[config.mk]
export PLATFORM = sky130hd
export DESIGN_NAME = clock_divisor_pair_search
export DESIGN_NICKNAME = d
export VERILOG_FILES = /design/src/rtl/cdps_pkg.sv /design/src/rtl/cdps_div.sv /design/src/rtl/cdps_ctrl.sv /design/src/rtl/clock_divisor_pair_search.sv
export SDC_FILE = /design/constraint.sdc
export NUM_CORES = 2
export LEC_CHECK = 0
export ABC_CLOCK_PERIOD_IN_PS = 11680
export CORE_ASPECT_RATIO = 1.4
export CORE_MARGIN = 3
export CORE_UTILIZATION = 50
export DETAILED_ROUTE_END_ITERATION = 16
export DONT_BUFFER_PORTS = 1
export PLACE_DENSITY = 0.66
export RECOVER_POWER = 100
export SKIP_LAST_GASP = 1
export SLEW_MARGIN = 5
export SYNTH_ARGS = -nofsm -noshare
export SYNTH_HDL_FRONTEND = slang
export SYNTH_SLANG_ARGS = --single-unit
[constraint.sdc]
create_clock -name clk_i -period 11.68 [get_ports clk_i]
set_input_delay 2.336 -clock clk_i [delete_from_list [all_inputs] [get_ports clk_i]]
set_output_delay 2.336 -clock clk_i [all_outputs]
set_load 0.02 [all_outputs]
[src/rtl/cdps_pkg.sv]
// ----------------------------------------------------------------------------
// cdps_pkg
// Shared types and constants for the cascaded counter divisor pair search.
// ----------------------------------------------------------------------------
package cdps_pkg;

  // Shared divider width: covers 2*root + target (34 bits)
  localparam int unsigned DivW    = 34;
  localparam int unsigned DivCntW = $clog2(DivW + 1);

  // Smallest divisor either counter may take
  localparam logic [15:0] MinDiv = 16'd2;

  // Request to the shared divider
  typedef struct packed {
    logic            start;
    logic [DivW-1:0] dividend;
    logic [DivW-1:0] divisor;
  } div_req_t;

  // Response from the shared divider
  typedef struct packed {
    logic            done;
    logic [DivW-1:0] quotient;
  } div_rsp_t;

  // One finished result
  typedef struct packed {
    logic [15:0] high_divisor;
    logic [15:0] low_divisor;
    logic [31:0] actual_hz;
    logic        output_off;
  } res_t;

endpackage

[src/rtl/cdps_div.sv]
// ----------------------------------------------------------------------------
// cdps_div
// Radix-2 restoring divider, one quotient bit per cycle, shared by all
// divisions of the search.
// ----------------------------------------------------------------------------
module cdps_div
  import cdps_pkg::*;
(
  input  logic     clk_i,
  input  logic     rst_ni,
  input  div_req_t req_i,
  output div_rsp_t rsp_o
);

  logic              busy_q;
  logic              done_q;
  logic [DivCntW-1:0] cnt_q;
  logic [DivW-1:0]   quo_q;
  logic [DivW-1:0]   rem_q;
  logic [DivW-1:0]   den_q;

  logic [DivW:0]     shifted;
  logic [DivW:0]     diff;
  logic              ge;
  logic [DivW-1:0]   rem_d;

  // One restoring step: shift in next dividend bit, trial subtract
  assign shifted = {rem_q, quo_q[DivW-1]};
  assign diff    = shifted - {1'b0, den_q};
  assign ge      = (shifted >= {1'b0, den_q});
  assign rem_d   = ge ? diff[DivW-1:0] : shifted[DivW-1:0];

  // Control
  always_ff @(posedge clk_i or negedge rst_ni) begin
    if (!rst_ni) begin
      busy_q <= 1'b0;
      done_q <= 1'b0;
      cnt_q  <= '0;
    end else if (req_i.start) begin
      busy_q <= 1'b1;
      done_q <= 1'b0;
      cnt_q  <= DivCntW'(DivW);
    end else if (busy_q) begin
      cnt_q <= cnt_q - 1'b1;
      if (cnt_q == DivCntW'(1)) begin
        busy_q <= 1'b0;
        done_q <= 1'b1;
      end
    end else begin
      done_q <= 1'b0;
    end
  end

  // Datapath
  always_ff @(posedge clk_i) begin
    if (req_i.start) begin
      den_q <= req_i.divisor;
      quo_q <= req_i.dividend;
      rem_q <= '0;
    end else if (busy_q) begin
      rem_q <= rem_d;
      quo_q <= {quo_q[DivW-2:0], ge};
    end
  end

  assign rsp_o.done     = done_q;
  assign rsp_o.quotient = quo_q;

endmodule

[src/rtl/cdps_ctrl.sv]
// ----------------------------------------------------------------------------
// cdps_ctrl
// Search sequencer: total divisor, integer square root, then a walk of the
// low divisor downwards using the shared divider and one shared multiplier.
// ----------------------------------------------------------------------------
module cdps_ctrl
  import cdps_pkg::*;
#(
  parameter int unsigned COUNTER_BITS = 16
) (
  input  logic        clk_i,
  input  logic        rst_ni,
  input  logic        start_i,
  input  logic [31:0] target_i,
  input  logic [31:0] root_i,
  output logic        idle_o,
  output logic        res_valid_o,
  input  logic        res_take_i,
  output res_t        res_o,
  output div_req_t    div_req_o,
  input  div_rsp_t    div_rsp_i
);

  localparam logic [32:0] MaxDiv = (33'd1 << COUNTER_BITS) - 33'd1;

  typedef enum logic [8:0] {
    ST_IDLE     = 9'b000000001,
    ST_TOTAL    = 9'b000000010,
    ST_SQ_MUL   = 9'b000000100,
    ST_SQ_CMP   = 9'b000001000,
    ST_HIGH_DIV = 9'b000010000,
    ST_PROD_MUL = 9'b000100000,
    ST_ACT_DIV  = 9'b001000000,
    ST_EVAL     = 9'b010000000,
    ST_DONE     = 9'b100000000
  } state_e;

  state_e state_q, state_d;

  logic [31:0]             target_q;
  logic [31:0]             total_q;
  logic [15:0]             sq_r_q;
  logic [3:0]              sq_bit_q;
  logic [31:0]             sq_prod_q;
  logic [15:0]             low_q;
  logic [31:0]             high_q;
  logic [31:0]             act_q;
  logic [COUNTER_BITS-1:0] best_hi_q;
  logic [15:0]             best_lo_q;
  logic [31:0]             best_act_q;
  logic [31:0]             min_err_q;
  logic                    have_q;
  logic                    off_q;

  logic [15:0] sq_t;
  logic [15:0] sq_r_new;
  logic [31:0] mul_a;
  logic [15:0] mul_b;
  logic [47:0] mul_p;
  logic [31:0] err;
  logic        high_over;

  // Square root trial value and its outcome
  assign sq_t     = sq_r_q | (16'd1 << sq_bit_q);
  assign sq_r_new = (sq_prod_q <= total_q) ? sq_t : sq_r_q;

  // Shared multiplier: trial square or candidate product
  always_comb begin
    mul_a = high_q;
    mul_b = low_q;
    if (state_q == ST_SQ_MUL) begin
      mul_a = 32'(sq_t);
      mul_b = sq_t;
    end
  end
  assign mul_p = 48'(mul_a) * 48'(mul_b);

  // Absolute error of the candidate
  assign err = (target_q > act_q) ? (target_q - act_q) : (act_q - target_q);

  assign high_over = ({1'b0, div_rsp_i.quotient[31:0]} > MaxDiv);

  // Divider requests
  always_comb begin
    div_req_o = '0;
    case (state_q)
      ST_IDLE: begin
        if (start_i && (target_i != 32'd0)) begin
          div_req_o.start    = 1'b1;
          div_req_o.dividend = DivW'({root_i, 1'b0}) + DivW'(target_i);
          div_req_o.divisor  = DivW'({target_i, 1'b0});
        end
      end
      ST_SQ_CMP: begin
        if (sq_bit_q == 4'd0) begin
          div_req_o.start    = 1'b1;
          div_req_o.dividend = DivW'(total_q);
          div_req_o.divisor  = DivW'(sq_r_new);
        end
      end
      ST_PROD_MUL: begin
        div_req_o.start    = 1'b1;
        div_req_o.dividend = DivW'(root_i);
        div_req_o.divisor  = DivW'(mul_p[31:0]);
      end
      ST_EVAL: begin
        if ((err != 32'd0) && (low_q != MinDiv)) begin
          div_req_o.start    = 1'b1;
          div_req_o.dividend = DivW'(total_q);
          div_req_o.divisor  = DivW'(low_q - 16'd1);
        end
      end
      default: ;
    endcase
  end

  // Next state
  always_comb begin
    state_d = state_q;
    case (state_q)
      ST_IDLE: begin
        if (start_i) begin
          state_d = (target_i == 32'd0) ? ST_DONE : ST_TOTAL;
        end
      end
      ST_TOTAL: begin
        if (div_rsp_i.done) begin
          state_d = (div_rsp_i.quotient[31:0] <= 32'd4) ? ST_DONE : ST_SQ_MUL;
        end
      end
      ST_SQ_MUL:   state_d = ST_SQ_CMP;
      ST_SQ_CMP:   state_d = (sq_bit_q == 4'd0) ? ST_HIGH_DIV : ST_SQ_MUL;
      ST_HIGH_DIV: begin
        if (div_rsp_i.done) begin
          state_d = high_over ? ST_DONE : ST_PROD_MUL;
        end
      end
      ST_PROD_MUL: state_d = ST_ACT_DIV;
      ST_ACT_DIV: begin
        if (div_rsp_i.done) begin
          state_d = ST_EVAL;
        end
      end
      ST_EVAL: begin
        state_d = ((err == 32'd0) || (low_q == MinDiv)) ? ST_DONE : ST_HIGH_DIV;
      end
      ST_DONE: begin
        if (res_take_i) begin
          state_d = ST_IDLE;
        end
      end
      default: state_d = ST_IDLE;
    endcase
  end

  always_ff @(posedge clk_i or negedge rst_ni) begin
    if (!rst_ni) begin
      state_q <= ST_IDLE;
    end else begin
      state_q <= state_d;
    end
  end

  // Search datapath
  always_ff @(posedge clk_i) begin
    case (state_q)
      ST_IDLE: begin
        if (start_i) begin
          target_q <= target_i;
          have_q   <= 1'b0;
          if (target_i == 32'd0) begin
            off_q      <= 1'b1;
            best_hi_q  <= '0;
            best_lo_q  <= '0;
            best_act_q <= '0;
          end else begin
            off_q      <= 1'b0;
            best_hi_q  <= COUNTER_BITS'(MinDiv);
            best_lo_q  <= MinDiv;
            best_act_q <= root_i >> 2;
          end
        end
      end
      ST_TOTAL: begin
        if (div_rsp_i.done) begin
          total_q  <= div_rsp_i.quotient[31:0];
          sq_r_q   <= '0;
          sq_bit_q <= 4'd15;
        end
      end
      ST_SQ_MUL: sq_prod_q <= mul_p[31:0];
      ST_SQ_CMP: begin
        sq_r_q   <= sq_r_new;
        sq_bit_q <= sq_bit_q - 4'd1;
        if (sq_bit_q == 4'd0) begin
          low_q <= sq_r_new;
        end
      end
      ST_HIGH_DIV: begin
        if (div_rsp_i.done) begin
          high_q <= div_rsp_i.quotient[31:0];
        end
      end
      ST_ACT_DIV: begin
        if (div_rsp_i.done) begin
          act_q <= div_rsp_i.quotient[31:0];
        end
      end
      ST_EVAL: begin
        // First least error wins; an exact hit ends the walk
        if ((err == 32'd0) || !have_q || (err < min_err_q)) begin
          have_q     <= 1'b1;
          min_err_q  <= err;
          best_hi_q  <= high_q[COUNTER_BITS-1:0];
          best_lo_q  <= low_q;
          best_act_q <= act_q;
        end
        low_q <= low_q - 16'd1;
      end
      default: ;
    endcase
  end

  assign idle_o                = (state_q == ST_IDLE);
  assign res_valid_o           = (state_q == ST_DONE);
  assign res_o.high_divisor    = 16'(best_hi_q);
  assign res_o.low_divisor     = best_lo_q;
  assign res_o.actual_hz       = best_act_q;
  assign res_o.output_off      = off_q;

  // Divider answers only while the sequencer waits for it
  a_div_done_expected: assert property (@(posedge clk_i) disable iff (!rst_ni)
    div_rsp_i.done |-> (state_q == ST_TOTAL || state_q == ST_HIGH_DIV ||
                        state_q == ST_ACT_DIV))
    else $error("divider finished outside a wait state");

  // The walk never evaluates a low divisor below the minimum
  a_low_in_range: assert property (@(posedge clk_i) disable iff (!rst_ni)
    (state_q == ST_EVAL) |-> (low_q >= MinDiv))
    else $error("low divisor below minimum in evaluation");

  // A live result has high >= low >= minimum
  a_pair_order: assert property (@(posedge clk_i) disable iff (!rst_ni)
    (state_q == ST_DONE && !off_q) |->
      (best_lo_q >= MinDiv && 32'(best_hi_q) >= 32'(best_lo_q)))
    else $error("chosen divisor pair out of order");

endmodule

[src/rtl/clock_divisor_pair_search.sv]
// ----------------------------------------------------------------------------
// clock_divisor_pair_search
// Picks two cascaded counter divisors whose product best divides the root
// clock down to the wanted frequency; holds the root clock register and the
// result register.
// ----------------------------------------------------------------------------
// Steps: target 0 yields output off directly; otherwise the total divisor,
//   its square root, then a multiply and two divisions per low divisor tried.
// Flow: one transaction at a time; the input stalls while the search runs,
//   paced by the 34-bit shared divider (one quotient bit per cycle).
// The result register frees the search for the next transaction early.
// Reset: root clock returns to 10 MHz, no result pending, search idle.
// ----------------------------------------------------------------------------
module clock_divisor_pair_search
  import cdps_pkg::*;
#(
  parameter int unsigned COUNTER_BITS = 16
) (
  input  logic        clk_i,
  input  logic        rst_ni,
  // configuration
  input  logic        cfg_valid_i,
  output logic        cfg_ready_o,
  input  logic [31:0] root_clock_i,
  // input channel
  input  logic        in_valid_i,
  output logic        in_stall_o,
  input  logic [31:0] target_hz_i,
  // output channel
  output logic        out_valid_o,
  input  logic        out_stall_i,
  output logic [15:0] high_divisor_o,
  output logic [15:0] low_divisor_o,
  output logic [31:0] actual_hz_o,
  output logic        output_off_o
);

  logic [31:0] root_clock_q;
  logic        idle;
  logic        res_valid;
  logic        res_take;
  logic        in_accept;
  res_t        res;
  res_t        out_q;
  logic        out_valid_q, out_valid_d;
  div_req_t    div_req;
  div_rsp_t    div_rsp;

  // Root clock register
  assign cfg_ready_o = 1'b1;

  always_ff @(posedge clk_i or negedge rst_ni) begin
    if (!rst_ni) begin
      root_clock_q <= 32'd10000000;
    end else if (cfg_valid_i && cfg_ready_o) begin
      root_clock_q <= root_clock_i;
    end
  end

  // Input transaction
  assign in_stall_o = !idle;
  assign in_accept  = in_valid_i && !in_stall_o;

  cdps_div u_div (
    .clk_i  (clk_i),
    .rst_ni (rst_ni),
    .req_i  (div_req),
    .rsp_o  (div_rsp)
  );

  cdps_ctrl #(
    .COUNTER_BITS (COUNTER_BITS)
  ) u_ctrl (
    .clk_i       (clk_i),
    .rst_ni      (rst_ni),
    .start_i     (in_accept),
    .target_i    (target_hz_i),
    .root_i      (root_clock_q),
    .idle_o      (idle),
    .res_valid_o (res_valid),
    .res_take_i  (res_take),
    .res_o       (res),
    .div_req_o   (div_req),
    .div_rsp_i   (div_rsp)
  );

  // Result register
  assign res_take = res_valid && (!out_valid_q || !out_stall_i);

  always_comb begin
    out_valid_d = out_valid_q && out_stall_i;
    if (res_take) begin
      out_valid_d = 1'b1;
    end
  end

  always_ff @(posedge clk_i or negedge rst_ni) begin
    if (!rst_ni) begin
      out_valid_q <= 1'b0;
    end else begin
      out_valid_q <= out_valid_d;
    end
  end

  always_ff @(posedge clk_i) begin
    if (res_take) begin
      out_q <= res;
    end
  end

  assign out_valid_o    = out_valid_q;
  assign high_divisor_o = out_q.high_divisor;
  assign low_divisor_o  = out_q.low_divisor;
  assign actual_hz_o    = out_q.actual_hz;
  assign output_off_o   = out_q.output_off;

endmodule
==> flow_summary.ini <==
[pwr]
total_power_mw = 13.9
p_leak_nw = 18.3
powerDensity_nw_per_um2 = 328
peakVddDrop_uv = 458

[finish]
synthToLayoutAreaGrowth_pct = 6.24
fillers = 7136
final_util = 0.540
stdcell_area_um2 = 42300
fin_nets = 4559
drive_gt1_frac = 0.0458

[timing]
worst_slew_pin_slew_ns = 4.16
drv_slew = 688
hold_viol_final = 0
fmax_mhz = 96.2
setup_violations = 0
min_period_ns = 10.40
fin_skew_ns = 0.0279
setup_tns_ns = 0
rsz0062_at_grt = no
fin_crit_sh = 0.890
slew_headroom = -1.77

[clocking]
post_cts_buffers = 0
clkTransAtPathRegs_ns = 0.07
clk-insertion-delay-late_ns = 0.62
cts_tree = done
cts_sinks = 511
clockBufferDepth = 3
ctsHoldBuffers = 0
post_cts_resized = 0
cts-root-buf = clkbuf_16
numCtsBuffers = 48
cts_max_level = 2

[setup_path]
end_kind = flip-flop
crit_type = flip-flop to flip-flop
critPathLaunchType = flip-flop
crit_fanout = 53
cp.required_ns = 11.58
cp.arrival_ns = 10.30

[synthesis]
synth_top_area_share = 0.322
muxShareOfSynthArea = 0.0257
yosysSeqAreaShare = 0.370
synth_ff_type = edfxtp_1
yosysMostFrequentCell = inv_1
synth-simple-area-share = 0.129
synth_area_leaders = edfxtp_1 (32%), fa_1 (15%), ha_1 (8.3%)
synth_compound_area_frac = 0.133
yosys.area_share.adder = 0.238
netlist_instances = 3985
synth-edff-count = 427
yosys.area.top_type = edfxtp_1
synth_nets = 4627
syn_avg_cell_area_um2 = 10.0
netlist_area_um2 = 39900
synth_top_family_by_area = adder cells
ys_ff_latch = 511
yosysWarnings = 0
async_reset_ff_frac = 0.0978
synth_xor_xnor_area_share = 0.0327
synthTopCellsByCount = inv_1 (574), edfxtp_1 (427), nand2_1 (390)
netlist-cell-type-count = 86

[global_routing]
antenna_found_initial = 2
grt_pass1_vias = 30600
grt_max_degree = 72
grt-ovfl-total = 0
track_usage = 0.304
grt_pass1_wl_um = 189000

[route]
wl_met3_um = 7170
topRoutingLayerUsed = met4
met2_length_um = 62800
avgRoutedWirePerCell_um = 25.3
drc_errors = 0
vias = 30100
firstDrtPassIters = 6
wirelength_um = 127000
met1_length_um = 45200
drtAntennaViolNets = 0
drt-initial-drc-count = 2433
via_per_inst = 6.02

[floorplan]
die_w_um = 245
start_util = 0.508
die_area_um2 = 83200
core_area_um2 = 78400
fp-row-count = 121
die_h_um = 340
io_pins = 137

[placement]
hpwl_um = 99200
dpl_cell_area_um2 = 40900
place_congestion = 0.986
port-buffer-count = 0

[job]
max_cap_viol_count = 18

[outcome]
violations = capacitance limit, slew limit
status = complete, but fails checks

[worst_hold_path]
hold_path_class = flip-flop to flip-flop
==> final cells by class <==
| class | count | area (um2) | share of cell area |
|---|---|---|---|
| Antenna cell | 1 | 2.50 | 0.0000591 |
| Clock buffer | 62 | 1310 | 0.0308 |
| Clock inverter | 26 | 236 | 0.00558 |
| Inverter | 575 | 2160 | 0.0510 |
| Multi-Input combinational cell | 2728 | 22300 | 0.526 |
| Sequential cell | 511 | 14800 | 0.349 |
| Tap cell | 1045 | 1310 | 0.0309 |
| Timing Repair Buffer | 53 | 309 | 0.00730 |
==> layer usage <==
| layer | global-route usage | up-vias |
|---|---|---|
| li1 | - | 13500 |
| met1 | 0.344 | 14900 |
| met2 | 0.529 | 1291 |
| met3 | 0.0366 | 413 |
| met4 | 0.221 | 0 |
| met5 | 0 | - |
==> worst paths after layout <==
path                                            start  slack, ns                to  depth (start not counted)
worst min-delay path            u_ctrl.best_act_q[10]       0.42   actual_hz_o[10]                          0
worst max-delay path                 u_ctrl.act_q[29]       1.28    u_div.den_q[6]                         17
worst min register to register  u_ctrl.best_act_q[10]       0.42   actual_hz_o[10]                          0
min in group asynchronous                      rst_ni       1.41  root_clock_q[28]                          0
worst max register to register       u_ctrl.act_q[29]       1.28    u_div.den_q[6]                         17
max in group asynchronous                      rst_ni      10.01   root_clock_q[7]                          0
==> placed cells by master (no fill, tap or decap), types with 18 or more instances in the layout <==
| cell type | Yosys | layout |
|---|---|---|
| and2_1 | 58 | 32 |
| dfxtp_1 | 34 | 34 |
| o21a_1 | 58 | 58 |
| nor4_1 | 34 | 34 |
| fa_1 | 308 | 308 |
| o211ai_1 | 27 | 27 |
| buf_4 | 4 | 29 |
| nand2b_1 | 22 | 22 |
| edfxtp_1 | 427 | 427 |
| a21o_1 | 76 | 76 |
| nand2_1 | 390 | 390 |
| ha_1 | 265 | 265 |
| a211oi_1 | 23 | 23 |
| a21oi_1 | 205 | 203 |
| clkbuf_1 | 136 | 33 |
| nand4_1 | 41 | 41 |
| dfrtp_1 | 41 | 40 |
| a31oi_1 | 39 | 39 |
| a22o_1 | 19 | 19 |
| and2_0 | 1 | 27 |
| nor2_1 | 282 | 278 |
| o21bai_1 | 26 | 26 |
| o211a_1 | 21 | 21 |
| mux2_2 | 34 | 33 |
| nor2b_1 | 22 | 22 |
| or3_1 | 19 | 19 |
| o21ai_1 | 21 | 18 |
| clkbuf_16 | 0 | 49 |
| mux2i_1 | 64 | 64 |
| o21ai_0 | 166 | 169 |
| xnor2_1 | 95 | 95 |
| a22oi_1 | 20 | 20 |
| nor3_1 | 60 | 61 |
| xor2_1 | 54 | 54 |
| nand3_1 | 53 | 53 |
| inv_1 | 574 | 574 |
| and3_1 | 49 | 49 |
==> critical path, cell delays in order (launching register included) <==
cell and delay, ns:
edfxtp_1 0.36, inv_1 0.07, ha_1 0.53, nand4_1 0.32, o211ai_1 0.27, o41ai_1 0.15, a21oi_1 0.55, a21o_1 0.14
clkbuf_1 1.12, mux2i_1 0.23, xnor2_1 0.45, or4b_2 0.62, or4_4 0.49, o31a_1 0.58, nor3_1 0.99, clkbuf_1 1.36
clkinv_1 0.21, clkbuf_1 1.17
==> stage by stage <==
stage | hold slack, ns | instances | worst slack (ns)
final | 0.417 | 5001 | 1.28
after global routing | 0.421 | 5000 | 0.816
after CTS | 0.415 | 5000 | 2.07
after detailed placement | 0.405 | 4912 | 2.11
after global placement | 0.401 | 4912 | 2.31
after floorplan | 0.400 | 3985 | 3.44
==> registers in the layout, indices dropped and copies added, names as in the netlist, 9 cells and up <==
signal,count
actual_hz_o,32
high_divisor_o,16
low_divisor_o,16
root_clock_q,32
u_ctrl.act_q,32
u_ctrl.best_act_q,32
u_ctrl.best_hi_q,16
u_ctrl.best_lo_q,16
u_ctrl.high_q,32
u_ctrl.low_q,16
u_ctrl.min_err_q,32
u_ctrl.sq_prod_q,32
u_ctrl.sq_r_q,16
u_ctrl.state_q,9
u_ctrl.target_q,32
u_ctrl.total_q,32
u_div.den_q,34
u_div.quo_q,34
u_div.rem_q,34
==> kinds of logic (layout without fill, tap and decap cells) <==
logic type | Yosys count | in the layout
and+or+nand+nor | 1094 | 1094
adders and majority gates | 573 | 573
DFF | 511 | 511
AOI/OAI and AO/OA | 813 | 813
buffers and inverters | 746 | 716
muxes | 98 | 98
xor gates and xnor gates | 149 | 149
other | 1 | 2
==> where the power goes <==
group          switching (mW)  internal [mW]
logic                    5.76           3.50
registers               0.276           2.78
clock network           0.718          0.862
(Power assumes the default switching activity.)
